`config.mk`:
```
export PLATFORM = sky130hd
export DESIGN_NAME = gpg_front
export DESIGN_NICKNAME = d
export VERILOG_FILES = /design/src/rtl/core/gpg_pkg.sv /design/src/rtl/core/gpg_front.sv
export SDC_FILE = /design/constraint.sdc
export NUM_CORES = 2
export LEC_CHECK = 0
export BUFFER_PORTS_ARGS = -buffer_cell sky130_fd_sc_hd__buf_2
export CAP_MARGIN = 30
export CORE_ASPECT_RATIO = 0.75
export CORE_MARGIN = 8
export CORE_UTILIZATION = 55
export DETAILED_ROUTE_END_ITERATION = 6
export GPL_TIMING_DRIVEN = 0
export PLACE_DENSITY = 0.72
export SKIP_CTS_REPAIR_TIMING = 1
export SLEW_MARGIN = 5
export SYNTH_ARGS = -nofsm -noshare
export SYNTH_HDL_FRONTEND = slang
export SYNTH_SLANG_ARGS = --single-unit
```
`constraint.sdc`:
```
create_clock -name clk -period 31.3 [get_ports clk]
set_input_delay 3.13 -clock clk [delete_from_list [all_inputs] [get_ports clk]]
set_output_delay 3.13 -clock clk [all_outputs]
set_load 0.02 [all_outputs]
```
`src/rtl/core/gpg_pkg.sv`:
```
// Shared types and constants of the polar Gaussian generator.
package gpg_pkg;

  localparam int V_BITS  = 31;   // |V| in Q.30, up to 1.0
  localparam int S_BITS  = 60;   // S in Q.60, below 1.0 when kept
  localparam int Q_DEPTH = 4;    // front-to-back queue entries

  // 2 ln 2 in Q1.26
  localparam logic [26:0] TWO_LN2_Q26 = 27'd93032640;

  // configuration register indexes
  localparam logic [1:0] REG_MEAN = 2'd0;
  localparam logic [1:0] REG_STD  = 2'd1;

  typedef struct packed {
    logic              n1;
    logic [V_BITS-1:0] m1;
    logic              n2;
    logic [V_BITS-1:0] m2;
  } side_t;

  typedef struct packed {
    side_t             v;
    logic [S_BITS-1:0] s;
  } pair_t;

endpackage

```
`src/rtl/core/gpg_front.sv`:
```
// Front end: takes uniform pairs, forms V1, V2 and S, drops rejected pairs.
module gpg_front #(
  parameter int UB = 16
) (
  input  logic            clk,
  input  logic            rst,
  input  logic [UB-1:0]   uniform_a,
  input  logic [UB-1:0]   uniform_b,
  input  logic            in_valid,
  output logic            in_ready,
  output logic            push,
  input  logic            q_ready,
  output gpg_pkg::pair_t  pdata
);

  localparam int VB  = gpg_pkg::V_BITS;
  localparam int NW  = UB + 30;
  localparam int ND  = (NW + UB - 1) / UB;   // UB-bit digits in a numerator
  localparam int LAT = 1 + 2 + 2;   // input reg, remainder, quotient, square, sum
  localparam logic [UB-1:0] SPAN = {UB{1'b1}};
  localparam logic [UB-1:0] HALF = SPAN >> 1;

  // n mod M from the sum of UB-bit digits, since 2^UB = 1 mod M
  function automatic logic [UB-1:0] mod_span(logic [NW-1:0] n);
    logic [UB+2:0] acc;
    logic [UB:0]   fold;
    acc = '0;
    for (int i = 0; i < ND; i++) begin
      acc = acc + (UB+3)'((n >> (i * UB)) & NW'(SPAN));
    end
    fold = (UB+1)'(acc[UB-1:0]) + (UB+1)'(acc[UB+2:UB]);
    if (fold >= (UB+1)'(SPAN)) fold = fold - (UB+1)'(SPAN);
    return fold[UB-1:0];
  endfunction

  // exact (n - r) / M as a product with the inverse of M modulo 2^VB
  function automatic logic [VB-1:0] div_span(logic [NW-1:0] n, logic [UB-1:0] r);
    logic [VB-1:0] x, acc;
    x   = VB'(n - NW'(r));
    acc = '0;
    for (int i = 0; i * UB < VB; i++) begin
      acc = acc + (x << (i * UB));
    end
    return VB'(0) - acc;
  endfunction

  logic           en;
  logic [LAT:1]   vld;
  logic [LAT:1]   na_line, nb_line;
  logic [UB-1:0]  mag_a, mag_b;
  logic [UB:0]    two_a, two_b;
  logic [NW-1:0]  num_a, num_b, n_a, n_b;
  logic [UB-1:0]  r_a, r_b;
  logic [VB-1:0]  qa, qb, sqa_m, sqb_m;
  logic [61:0]    sq_a, sq_b, ssum;
  logic           keep;
  logic [59:0]    s_fin;
  logic [VB-1:0]  ma_fin, mb_fin;

  assign two_a = {uniform_a, 1'b0};
  assign two_b = {uniform_b, 1'b0};

  // whole pipe moves unless the last item is kept and the queue is full
  assign en       = ~vld[LAT] | ~keep | q_ready;
  assign in_ready = en;
  assign push     = vld[LAT] & keep & q_ready;

  always_ff @(posedge clk) begin
    if (rst) begin
      vld <= '0;
    end else if (en) begin
      vld <= {vld[LAT-1:1], in_valid};
    end
  end

  always_ff @(posedge clk) begin
    if (en) begin
      na_line <= {na_line[LAT-1:1], (two_a < (UB+1)'(SPAN))};
      nb_line <= {nb_line[LAT-1:1], (two_b < (UB+1)'(SPAN))};
      mag_a   <= (two_a < (UB+1)'(SPAN)) ? UB'((UB+1)'(SPAN) - two_a)
                                         : UB'(two_a - (UB+1)'(SPAN));
      mag_b   <= (two_b < (UB+1)'(SPAN)) ? UB'((UB+1)'(SPAN) - two_b)
                                         : UB'(two_b - (UB+1)'(SPAN));
    end
  end

  // |V| = round(|2u - M| * 2^30 / M): remainder first, then the exact quotient
  assign num_a = {mag_a, 30'b0} + NW'(HALF);
  assign num_b = {mag_b, 30'b0} + NW'(HALF);

  always_ff @(posedge clk) begin
    if (en) begin
      n_a <= num_a;
      n_b <= num_b;
      r_a <= mod_span(num_a);
      r_b <= mod_span(num_b);
      qa  <= div_span(n_a, r_a);
      qb  <= div_span(n_b, r_b);
    end
  end

  assign ssum = sq_a + sq_b;

  always_ff @(posedge clk) begin
    if (en) begin
      sq_a   <= qa * qa;
      sq_b   <= qb * qb;
      sqa_m  <= qa;
      sqb_m  <= qb;
      keep   <= (ssum != '0) && (ssum[61:60] == 2'b00);
      s_fin  <= ssum[59:0];
      ma_fin <= sqa_m;
      mb_fin <= sqb_m;
    end
  end

  assign pdata.v.n1 = na_line[LAT];
  assign pdata.v.m1 = ma_fin;
  assign pdata.v.n2 = nb_line[LAT];
  assign pdata.v.m2 = mb_fin;
  assign pdata.s    = s_fin;

endmodule

```
==> reports/qor.csv <==
stage;metric;value;unit
clock_network;CTS clk-pin slew, worst paths;70;ps
drt;vias per cell;5.612;
timing;worst-margin pin slew;1132;ps
synthesis;Warnings, synthesis;0;
final_layout;Fill cells;11930;
synthesis;Cell variety after synth;88;
worst_hold_path;hold crit path type;flop to flop;
synthesis;Async S/R FF share, synth;0;%
global_routing;Global Route Usage Sum;29.87;%
critical_path;Max stage delay on crit path;880;ps
global_routing;number of global-route vias before repair;58020;
timing;Max Slew Vio Count;0;
final_layout;commonest non-fill, non-tap cell in the layout;inv_1;
global_routing;first-pass GRT wire length;344.1;mm
final_layout;Layout area overhead;7.618;%
timing;Slew HR;24.51;%
critical_path;most used cell, CP;fa_1;
outcome;status;finished clean;
floorplan;Starting Density;55.48;%
timing;crit share post-route;36.69;%
floorplan;Core Region;138200;um^2
floorplan;io pins;162;
critical_path;R2R Path Start;qa[26];
timing;RSZ-0062 raised after global routing;no;
clock_network;CTS tree;yes;
synthesis;Synth Area per Inst;10.04;um^2
clock_network;root buf cell;clkbuf_16;
clock_network;Clock H-tree levels;2;
floorplan;Die Span Y;339.3;um
final_layout;most frequent cells in the layout;inv_1, fa_1, ha_1;
drt;vias after detailed routing;55120;
critical_path;Critical-path top delay cell;clkbuf_1;
critical_path;Worst Path Required;31730;ps
clock_network;clock sink count;444;
timing;final hold vios;0;
synthesis;synthesis-stage register bit count;444;
place;Place WS;20160;ps
synthesis;Post-synth EDFFs;439;
critical_path;r2r worst-path depth;29;
worst_hold_path;hold-critical path depth;0;
floorplan;Die ar.;151700;um^2
place;DP HPWL;190.9;mm
floorplan;FP Rows;118;
critical_path;reg-to-reg endpoint;sq_a[60];
synthesis;synthesized area;76670;um^2
clock_network;Skew-Pair Late Insertion Delay;680;ps
critical_path;Startpoint Class;flop;
critical_path;kind of end point of the critical path;flop;
timing;Final Skew;23.29;ps
final_layout;FF/Latch Area;13280;um^2
timing;setup ws final;19820;ps
timing;Final setup violation count;0;
synthesis;Post-synth top flop;edfxtp_1;
timing;WHS;416.3;ps
timing;fmax;87.08;MHz
place;Final Wtd Congestion;1.022;
global_routing;largest net degree at the start of global routing;22;
drt;Routed Antenna Nets;0;
synthesis;leading area contributor after synthesis;fa_1;
final_layout;share of layout cells above drive strength 1;4.614;%
drt;Initial DRC Count;5566;
critical_path;Worst Path Max Fanout;10;
worst_hold_path;Hold Path Sink;ma_fin[24];
drt;drt wl/cell;22.87;um
synthesis;Synth Instances;7636;
final_layout;multi-input logic area;55160;um^2
drt;first-pass iteration count of the detailed router;6;
critical_path;crit path DAT;11910;ps
job;Max Cap Viol;0;
floorplan;DIE WIDTH;447.1;um
global_routing;initial antenna violation count;25;
synthesis;synth top area cells;fa_1, edfxtp_1, ha_1;
critical_path;kind of critical path;flop to flop;
synthesis;net count after synthesis;9863;
clock_network;CTS Buf Count;50;
worst_hold_path;hold_sp;sqa_m[24];
global_routing;GR Overflow Total;0;
place;port buffer count;159;
drt;drc violations;0;
clock_network;clk buf depth;3;
synthesis;sequential-to-total area share from yosys stat;17.32;%
timing;final setup TNS;0;ps
timing;shortest period the worst path allows;11480;ps
final_layout;final net count;10140;
drt;routed wire length;224.6;mm
synthesis;Synth top area share;39.11;%
critical_path;R2R setup slack;19820;ps
## Yosys cell counts, types with 37 or more instances
cell      instances
inv_1          1939
xnor2_1         214
nand2_1         648
and2_1          415
nand2b_1         37
nor2_1          250
ha_1            693
o21ai_0         120
nand4_1          43
clkbuf_1        241
xor2_1          105
nor2b_1          47
a21oi_1         240
fa_1           1498
a21o_1          133
o21bai_1         42
nand3_1          47
edfxtp_1        439
nor3_1           57
## routing by layer
metal | vias up | wire length, um | global-route usage, %
met2 | 2692 | 92670 | 42.52
met1 | 27940 | 96440 | 44.45
met4 | 4 | 7998 | 8.872
met5 | - | 172 | 0.7299
li1 | 24120 | - | -
met3 | 374 | 27310 | 8.410
## metrics by stage
| step | cell area [um^2] | std cells | util, % |
|---|---|---|---|
| 2_1_floorplan | 76670 | 7636 | - |
| 3_3_place_gp | 79800 | 9655 | 57.74 |
| 3_5_place_dp | 80500 | 9701 | 58.25 |
| 4_1_cts | 82190 | 9792 | 59.48 |
| 5_1_grt | 82490 | 9814 | 59.69 |
| 6_report | 82510 | 9822 | 59.71 |
## worst max-delay path: cells and delay by family (launching register included)
| kind | cells | cell delay [ps] |
|---|---|---|
| adder cells (fa/ha/maj) | 9 | 4210 |
| AND/OR/NAND/NOR | 4 | 1330 |
| buffers and inverters | 7 | 2190 |
| XOR/XNOR | 1 | 100 |
| flip-flops | 1 | 790 |
| AO/OA/AOI/OAI | 8 | 2600 |
## registers in the layout, summed over array words and instances (netlist names), 15 cells and up
| register | count |
|---|---|
| ma_fin | 31 |
| sqb_m | 31 |
| qa | 31 |
| mb_fin | 31 |
| s_fin | 60 |
| sq_a | 60 |
| qb | 31 |
| sqa_m | 31 |
| sq_b | 60 |
| r_b | 16 |
| r_a | 16 |
| mag_a | 15 |
| mag_b | 15 |
## layout make-up
type	count	area share [%]
inverters	1939	8.821
well taps	1860	2.820
plain buffers	250	1.155
multi-input cells	5003	66.85
clock inverters	35	0.4564
flip-flops and latches	444	16.10
clock buffers	56	1.595
repair buffers	227	2.182
diodes	8	0.02426
## worst max path at each step
stage                  from  cells past startpoint  endpoint
floorplan           q_ready                      1      keep
global placement    q_ready                      3  in_ready
detailed placement   qa[26]                     28  sq_a[60]
CTS                  qa[26]                     28  sq_a[60]
global route         qa[26]                     29  sq_a[60]
finish               qa[26]                     29  sq_a[60]
## cells by family (layout without fill, tap and decap cells)
group	count (synthesis)	after routing	synth area share [%]
AO/OA/AOI/OAI	790	790	6.746
XOR/XNOR	319	319	3.644
adder cells (fa/ha/maj)	2191	2191	50.42
buffers and inverters	2189	2507	10.74
flip-flops	444	444	17.32
multiplexers	23	23	0.3166
other	0	8	0
AND/OR/NAND/NOR	1680	1680	10.81
Power is not shown: default switching activity piles up to over one toggle a cycle in this logic, so the estimate is an artifact.
