$ cat src/rtl/core/gpg_pkg.sv
// Shared types and constants of the polar Gaussian generator.
package gpg_pkg;

  localparam int V_BITS  = 31;   // |V| in Q.30, up to 1.0
  localparam int S_BITS  = 60;   // S in Q.60, below 1.0 when kept
  localparam int Q_DEPTH = 4;    // front-to-back queue entries

  // 2 ln 2 in Q1.26
  localparam logic [26:0] TWO_LN2_Q26 = 27'd93032640;

  // configuration register indexes
  localparam logic [1:0] REG_MEAN = 2'd0;
  localparam logic [1:0] REG_STD  = 2'd1;

  typedef struct packed {
    logic              n1;
    logic [V_BITS-1:0] m1;
    logic              n2;
    logic [V_BITS-1:0] m2;
  } side_t;

  typedef struct packed {
    side_t             v;
    logic [S_BITS-1:0] s;
  } pair_t;

endpackage

$ cat src/rtl/core/gpg_queue.sv
// Small FIFO between the front and back ends.
module gpg_queue (
  input  logic           clk,
  input  logic           rst,
  input  logic           push,
  input  gpg_pkg::pair_t wdata,
  output logic           ready,
  output logic           valid,
  output gpg_pkg::pair_t rdata,
  input  logic           pop
);

  localparam int D  = gpg_pkg::Q_DEPTH;
  localparam int PW = $clog2(D);

  gpg_pkg::pair_t mem [0:D-1];
  logic [PW-1:0]  wp, rp;
  logic [PW:0]    cnt;

  assign ready = cnt != (PW+1)'(D);
  assign valid = cnt != '0;
  assign rdata = mem[rp];

  always_ff @(posedge clk) begin
    if (rst) begin
      wp  <= '0;
      rp  <= '0;
      cnt <= '0;
    end else begin
      if (push) wp <= wp + PW'(1);
      if (pop)  rp <= rp + PW'(1);
      cnt <= cnt + (PW+1)'(push) - (PW+1)'(pop);
    end
  end

  always_ff @(posedge clk) begin
    if (push) mem[wp] <= wdata;
  end

endmodule

$ cat config.mk
export PLATFORM = sky130hd
export DESIGN_NAME = gpg_queue
export DESIGN_NICKNAME = d
export VERILOG_FILES = /design/src/rtl/core/gpg_pkg.sv /design/src/rtl/core/gpg_queue.sv
export SDC_FILE = /design/constraint.sdc
export NUM_CORES = 1
export LEC_CHECK = 0
export BUFFER_PORTS_ARGS = -buffer_cell sky130_fd_sc_hd__buf_2
export CORE_ASPECT_RATIO = 0.8
export CORE_MARGIN = 5
export CORE_UTILIZATION = 57
export DETAILED_ROUTE_END_ITERATION = 16
export PLACE_DENSITY = 0.79
export REMOVE_ABC_BUFFERS = 1
export SLEW_MARGIN = 20
export SYNTH_ARGS = -nofsm -noshare
export SYNTH_HDL_FRONTEND = slang
export SYNTH_SLANG_ARGS = --single-unit
$ cat constraint.sdc
create_clock -name clk -period 4.55 [get_ports clk]
set_input_delay 0.91 -clock clk [delete_from_list [all_inputs] [get_ports clk]]
set_output_delay 0.91 -clock clk [all_outputs]
set_load 0.01 [all_outputs]
==> flow_summary.json, run 1 <==
{
  "status": "completed",
  "arrival_ns": 2.47,
  "synth_seq_area_share_pct": 82.3,
  "grt_pass1_vias": 8848,
  "multi_input_area_um2": 3040,
  "leakagePower_uw": 0.00731,
  "finalNetCount": 1112,
  "vias_per_cell": 5.77,
  "drv_cap": 0,
  "cts_setup_buffers": 0,
  "htreeDepth": 2,
  "nFillCells": 1889,
  "synth_top_area_cell": "edfxtp_1",
  "grt_util_met2_pct": 32.0,
  "startpoint_type": "flop",
  "post_cts_resized": 0,
  "synth_area_leaders": "edfxtp_1, mux4_2, dfxtp_1, buf_6, ha_1",
  "synth_top_area_share_pct": 81.4,
  "rsz0062_at_grt": "false",
  "avgSynthCellArea_um2": 26.5,
  "syn_inst": 691,
  "min_period_over_period_pct": 74.3,
  "cp-end-kind": "primary output",
  "clock_skew_ns": 0.00957,
  "yosys-top-cells-count": "edfxtp_1, mux4_2, buf_2",
  "grt_use_met1_pct": 27.3,
  "grt_max_degree": 101,
  "ir_worst_vdd_uv": 353,
  "post-route-min-period_ns": 3.38,
  "io_pins": 254,
  "gr-max-usage-layer": "met2",
  "post_dp_cell_area_um2": 20100,
  "antenna_found_initial": 9,
  "maxSlewHeadroom_pct": 57.4,
  "ant_nets": 0,
  "start_util_pct": 58.0,
  "ctsHoldBuffers": 0,
  "cts-root-buf": "clkbuf_16",
  "drt-total-wl_um": 35600,
  "drive_gt1_share_pct": 46.1,
  "yosysWarnings": 0,
  "met3_usage_pct": 6.54,
  "cts_buffer_depth": 3,
  "finalHoldViolations": 0,
  "dpl.hpwl_um": 20800,
  "rows": 58,
  "setup_viol": 0,
  "route.detailed.drc": 0,
  "ys_ff_latch": 505,
  "die_x_um": 210,
  "fin_cells": 1435,
  "synth_most_common_cell": "edfxtp_1",
  "clkLatencyLatePin_ns": 0.54,
  "hold_class": "reg -> reg",
  "cts_tree": "built",
  "coreArea_um2": 31600,
  "power_density_nw_per_um2": 476,
  "fp.dieH_um": 170,
  "drtPass1Iterations": 4,
  "regArea_um2": 15100,
  "crit_fanout": 35,
  "dp.cells": 1348,
  "synth_edf_count": 496,
  "clkSinkCount": 505,
  "max_slew.worst_pin.slew_ns": 0.639,
  "die_area_um2": 35800,
  "synth_async_sr_flop_share_pct": 0,
  "synth.distinct_cells": 20,
  "synthesis.area_um2": 18300,
  "grt_usage_pct": 19.9,
  "grt_pass1_wl_um": 53700,
  "fmax_mhz": 296,
  "numPortBuffers": 253,
  "dr.first_iter.drc_count": 591,
  "numCtsBuffers": 47,
  "gp_congestion": 0.718,
  "cts.clk_slew.worst_paths_ns": 0.06,
  "synth_flop_cell": "edfxtp_1",
  "slew_viol_final": 0,
  "overflow": 0,
  "area_growth_pct": 18.6,
  "required_ns": 3.64,
  "crit_type": "reg -> out",
  "finalInstanceArea_um2": 21700,
  "wl_per_cell_um": 24.8,
  "via_count": 8282
}
==> metrics by stage <==
stage	setup TNS, ns	setup slack [ns]	utilization (%)	power, uW	hold slack [ns]
6_report	0	1.17	68.8	10300	0.537
5_1_grt	0	1.01	68.7	10700	0.553
4_1_cts	0	1.06	68.7	10400	0.539
3_5_place_dp	0	1.72	63.8	6490	0.528
3_3_place_gp	0	1.74	63.8	6460	0.509
2_1_floorplan	-269.81	-2.18	-	6110	0.492
==> worst max-delay path: stages (launching register included) <==
cell	delay, ns
dfxtp_4	0.73
buf_12	0.35
mux4_2	0.60
buf_2	0.17
==> sequential cells by signal, summed over array words and instances, names as in the netlist, named ones only <==
| name | cells |
|---|---|
| wp | 2 |
| rp | 2 |
| mem | 496 |
| cnt | 3 |
==> where the power goes <==
group | switching (uW) | internal (uW)
Clock | 1570 | 2370
Combinational | 512 | 444
Sequential | 79.5 | 5350
==> kinds of logic (layout without fill, tap and decap cells) <==
kind of cell | count (synthesis) | in the layout | share of synthesized area, %
adder cells (fa/ha/maj) | 7 | 7 | 0.519
AO/OA/AOI/OAI | 2 | 2 | 0.0820
multiplexers | 125 | 125 | 15.3
flip-flops | 505 | 505 | 82.3
buffers and inverters | 34 | 353 | 1.12
XOR/XNOR | 3 | 3 | 0.219
other | 0 | 5 | 0
AND/OR/NAND/NOR | 15 | 15 | 0.410
==> layer usage <==
metal	part of all wire, %	routed length (um)
met3	9.7	3460
met1	39	13900
met2	49	17600
met4	1.7	621
met5	0.20	70
==> worst paths after layout <==
kind,from,to,slack [ns],depth (start not counted)
worst max-delay path,flop,rdata[69],1.17,3
worst min-delay path,rp[1]$_SDFFE_PP0P_,flop,0.54,2
worst max register to register,wp[0]$_SDFFE_PP0P_,mem[0][18]$_DFFE_PP_,2.53,4
worst min register to register,rp[1]$_SDFFE_PP0P_,flop,0.54,2
==> cells in the final DEF, fill, tap and decap left out, types with 2 or more instances in the layout <==
master | netlist | layout
inv_1 | 5 | 5
ha_1 | 6 | 6
bufinv_16 | 0 | 7
dfxtp_4 | 0 | 2
mux4_2 | 124 | 124
clkinv_2 | 0 | 10
diode_2 | 0 | 5
xnor2_1 | 2 | 2
clkinv_1 | 0 | 6
clkbuf_1 | 7 | 7
buf_2 | 14 | 253
clkbuf_16 | 0 | 49
buf_12 | 0 | 8
buf_4 | 0 | 5
dfxtp_1 | 9 | 7
edfxtp_1 | 496 | 496
and2_4 | 0 | 4
nor2_1 | 7 | 7
==> layout make-up <==
type	instances	share of cell area [%]
flip-flops and latches	505	69.5
inverters	5	0.0865
clock inverters	25	1.38
diodes	5	0.0576
well taps	420	2.42
clock buffers	57	5.83
multi-input cells	152	14.0
repair buffers	266	6.74
(Power assumes the default switching activity.)
==> run 2: changes to the inputs <==
==> constraint.sdc (replaced) <==
create_clock -name clk -period 3.5 [get_ports clk]
set_input_delay 0.7 -clock clk [delete_from_list [all_inputs] [get_ports clk]]
set_output_delay 0.7 -clock clk [all_outputs]
set_load 0.01 [all_outputs]
==> run 2 against run 1 <==
Net effect:
- sequential share of layout area is 0.16 points lower
- largest cell class unchanged
- count of clock-buffer cells in the layout unchanged
- sequential power is 30% higher
==> flow_summary.json, run 2 (synthesis gave the netlist of run 1 again) <==
{
  "drv_cap": 0,
  "top_regs": "mem: 496 flops, cnt: 3 flops",
  "dpl.hpwl_um": 21800,
  "fmax_mhz": 330,
  "route.detailed.drc": 0,
  "post-route-min-period_ns": 3.03,
  "nFillCells": 1867,
  "regArea_um2": 15100,
  "slew_viol_final": 0,
  "fin_cells": 1441,
  "fin_util_pct": 68.9,
  "multi_input_area_um2": 3040,
  "cts.clk_slew.worst_paths_ns": 0.06,
  "grt_pass1_wl_um": 54400,
  "drtPass1Iterations": 4,
  "start_util_pct": 58.0,
  "hold_class": "in -> reg",
  "maxSlewHeadroom_pct": 69.5,
  "htreeDepth": 2,
  "drt-total-wl_um": 36000,
  "vias_per_cell": 5.78,
  "dr.first_iter.drc_count": 703,
  "coreArea_um2": 31600,
  "met3_usage_pct": 6.87,
  "largest_reg_flops": 496,
  "grt_util_met2_pct": 33.0,
  "setup_ws_ns": 0.467,
  "via_count": 8331,
  "power_density_nw_per_um2": 608,
  "finalHoldViolations": 0,
  "grt_usage_pct": 20.1,
  "critPathSlowestCell": "dfxtp_4",
  "setup_viol": 0,
  "wl_per_cell_um": 25.0,
  "clock_skew_ns": 0.0132,
  "gp_congestion": 0.706,
  "antenna_found_initial": 8,
  "overflow": 0,
  "layout_commonest_cell": "edfxtp_1",
  "ant_nets": 0,
  "regMostFlops": "mem",
  "fp.dieH_um": 170,
  "post_cts_resized": 0,
  "rsz0062_at_grt": "false",
  "min_period_over_period_pct": 86.7,
  "critical_path.cell_chain": "buf_12 -> buf_4 -> mux4_2 -> buf_2",
  "slowest_delay_ns": 0.59,
  "cts_tree": "built",
  "grt_pass1_vias": 8912,
  "cp-end-kind": "primary output",
  "hold_ws_ns": 0.360,
  "crit_fanout": 18,
  "dp.cells": 1355,
  "die_x_um": 210,
  "clkLatencyLatePin_ns": 0.55,
  "grt_max_degree": 71,
  "finalNetCount": 1119,
  "required_ns": 2.80,
  "ctsHoldBuffers": 0,
  "layout_common_cells": "edfxtp_1, buf_2, mux4_2",
  "grt_use_met1_pct": 26.9,
  "crit_type": "reg -> out",
  "pre_cts_ws_ns": 1.02,
  "drive_gt1_share_pct": 45.8,
  "ir_worst_vdd_uv": 504,
  "clkSinkCount": 505,
  "numCtsBuffers": 47,
  "rows": 58,
  "die_area_um2": 35800,
  "status": "completed",
  "gr-max-usage-layer": "met2",
  "startpoint_type": "flop",
  "area_growth_pct": 18.8,
  "cts-root-buf": "clkbuf_16",
  "io_pins": 254,
  "arrival_ns": 2.33,
  "leakagePower_uw": 0.00732,
  "cts_setup_buffers": 0,
  "max_slew.worst_pin.slew_ns": 0.457,
  "cts_buffer_depth": 3,
  "numPortBuffers": 253,
  "rrSetupSlack_ns": 1.63
}
run 2: final cells by class:
class,count,area share (%)
inverters,5,0.0863
clock inverters,25,1.02
flip-flops and latches,505,69.3
multi-input cells,152,14.0
clock buffers,57,5.77
well taps,420,2.42
repair buffers,273,7.37
diodes,4,0.0460
run 2: final timing paths:
kind,start,endpoint,cells after the start
setup / recovery,flop,rdata[36],4
setup reg to reg,wp[0]$_SDFFE_PP0P_,mem[0][1]$_DFFE_PP_,4
hold / removal,wdata[94],mem[0][94]$_DFFE_PP_,1
hold reg to reg,rp[0]$_SDFFE_PP0P_,flop,2
run 2: report_power, final:
group          switching [uW]  internal [uW]  total, uW
Combinational             682            602       1280
Clock                    2050           2840       4890
Sequential               96.4           6950       7050
run 2: metrics by stage:
step | total power [uW] | instance area [um^2] | TNS, ns
5_1_grt | 13700 | 21800 | 0
4_1_cts | 13400 | 21700 | 0
3_5_place_dp | 8470 | 20300 | 0
3_3_place_gp | 8420 | 20300 | 0
6_report | 13200 | 21800 | 0
2_1_floorplan | 7940 | 18100 | -642.31
run 2: worst max-delay path, delay by kind of cell, from the launching register on:
kind | cells | cell delay (ns)
buffers and inverters | 3 | 0.65
flip-flops | 1 | 0.59
multiplexers | 1 | 0.54
run 2: per-layer routing:
layer / share of wire (%) / up-vias
li1: - / 3581
met1: 37 / 4327
met5: 0.15 / -
met3: 10 / 74
met4: 2.1 / 12
met2: 50 / 337
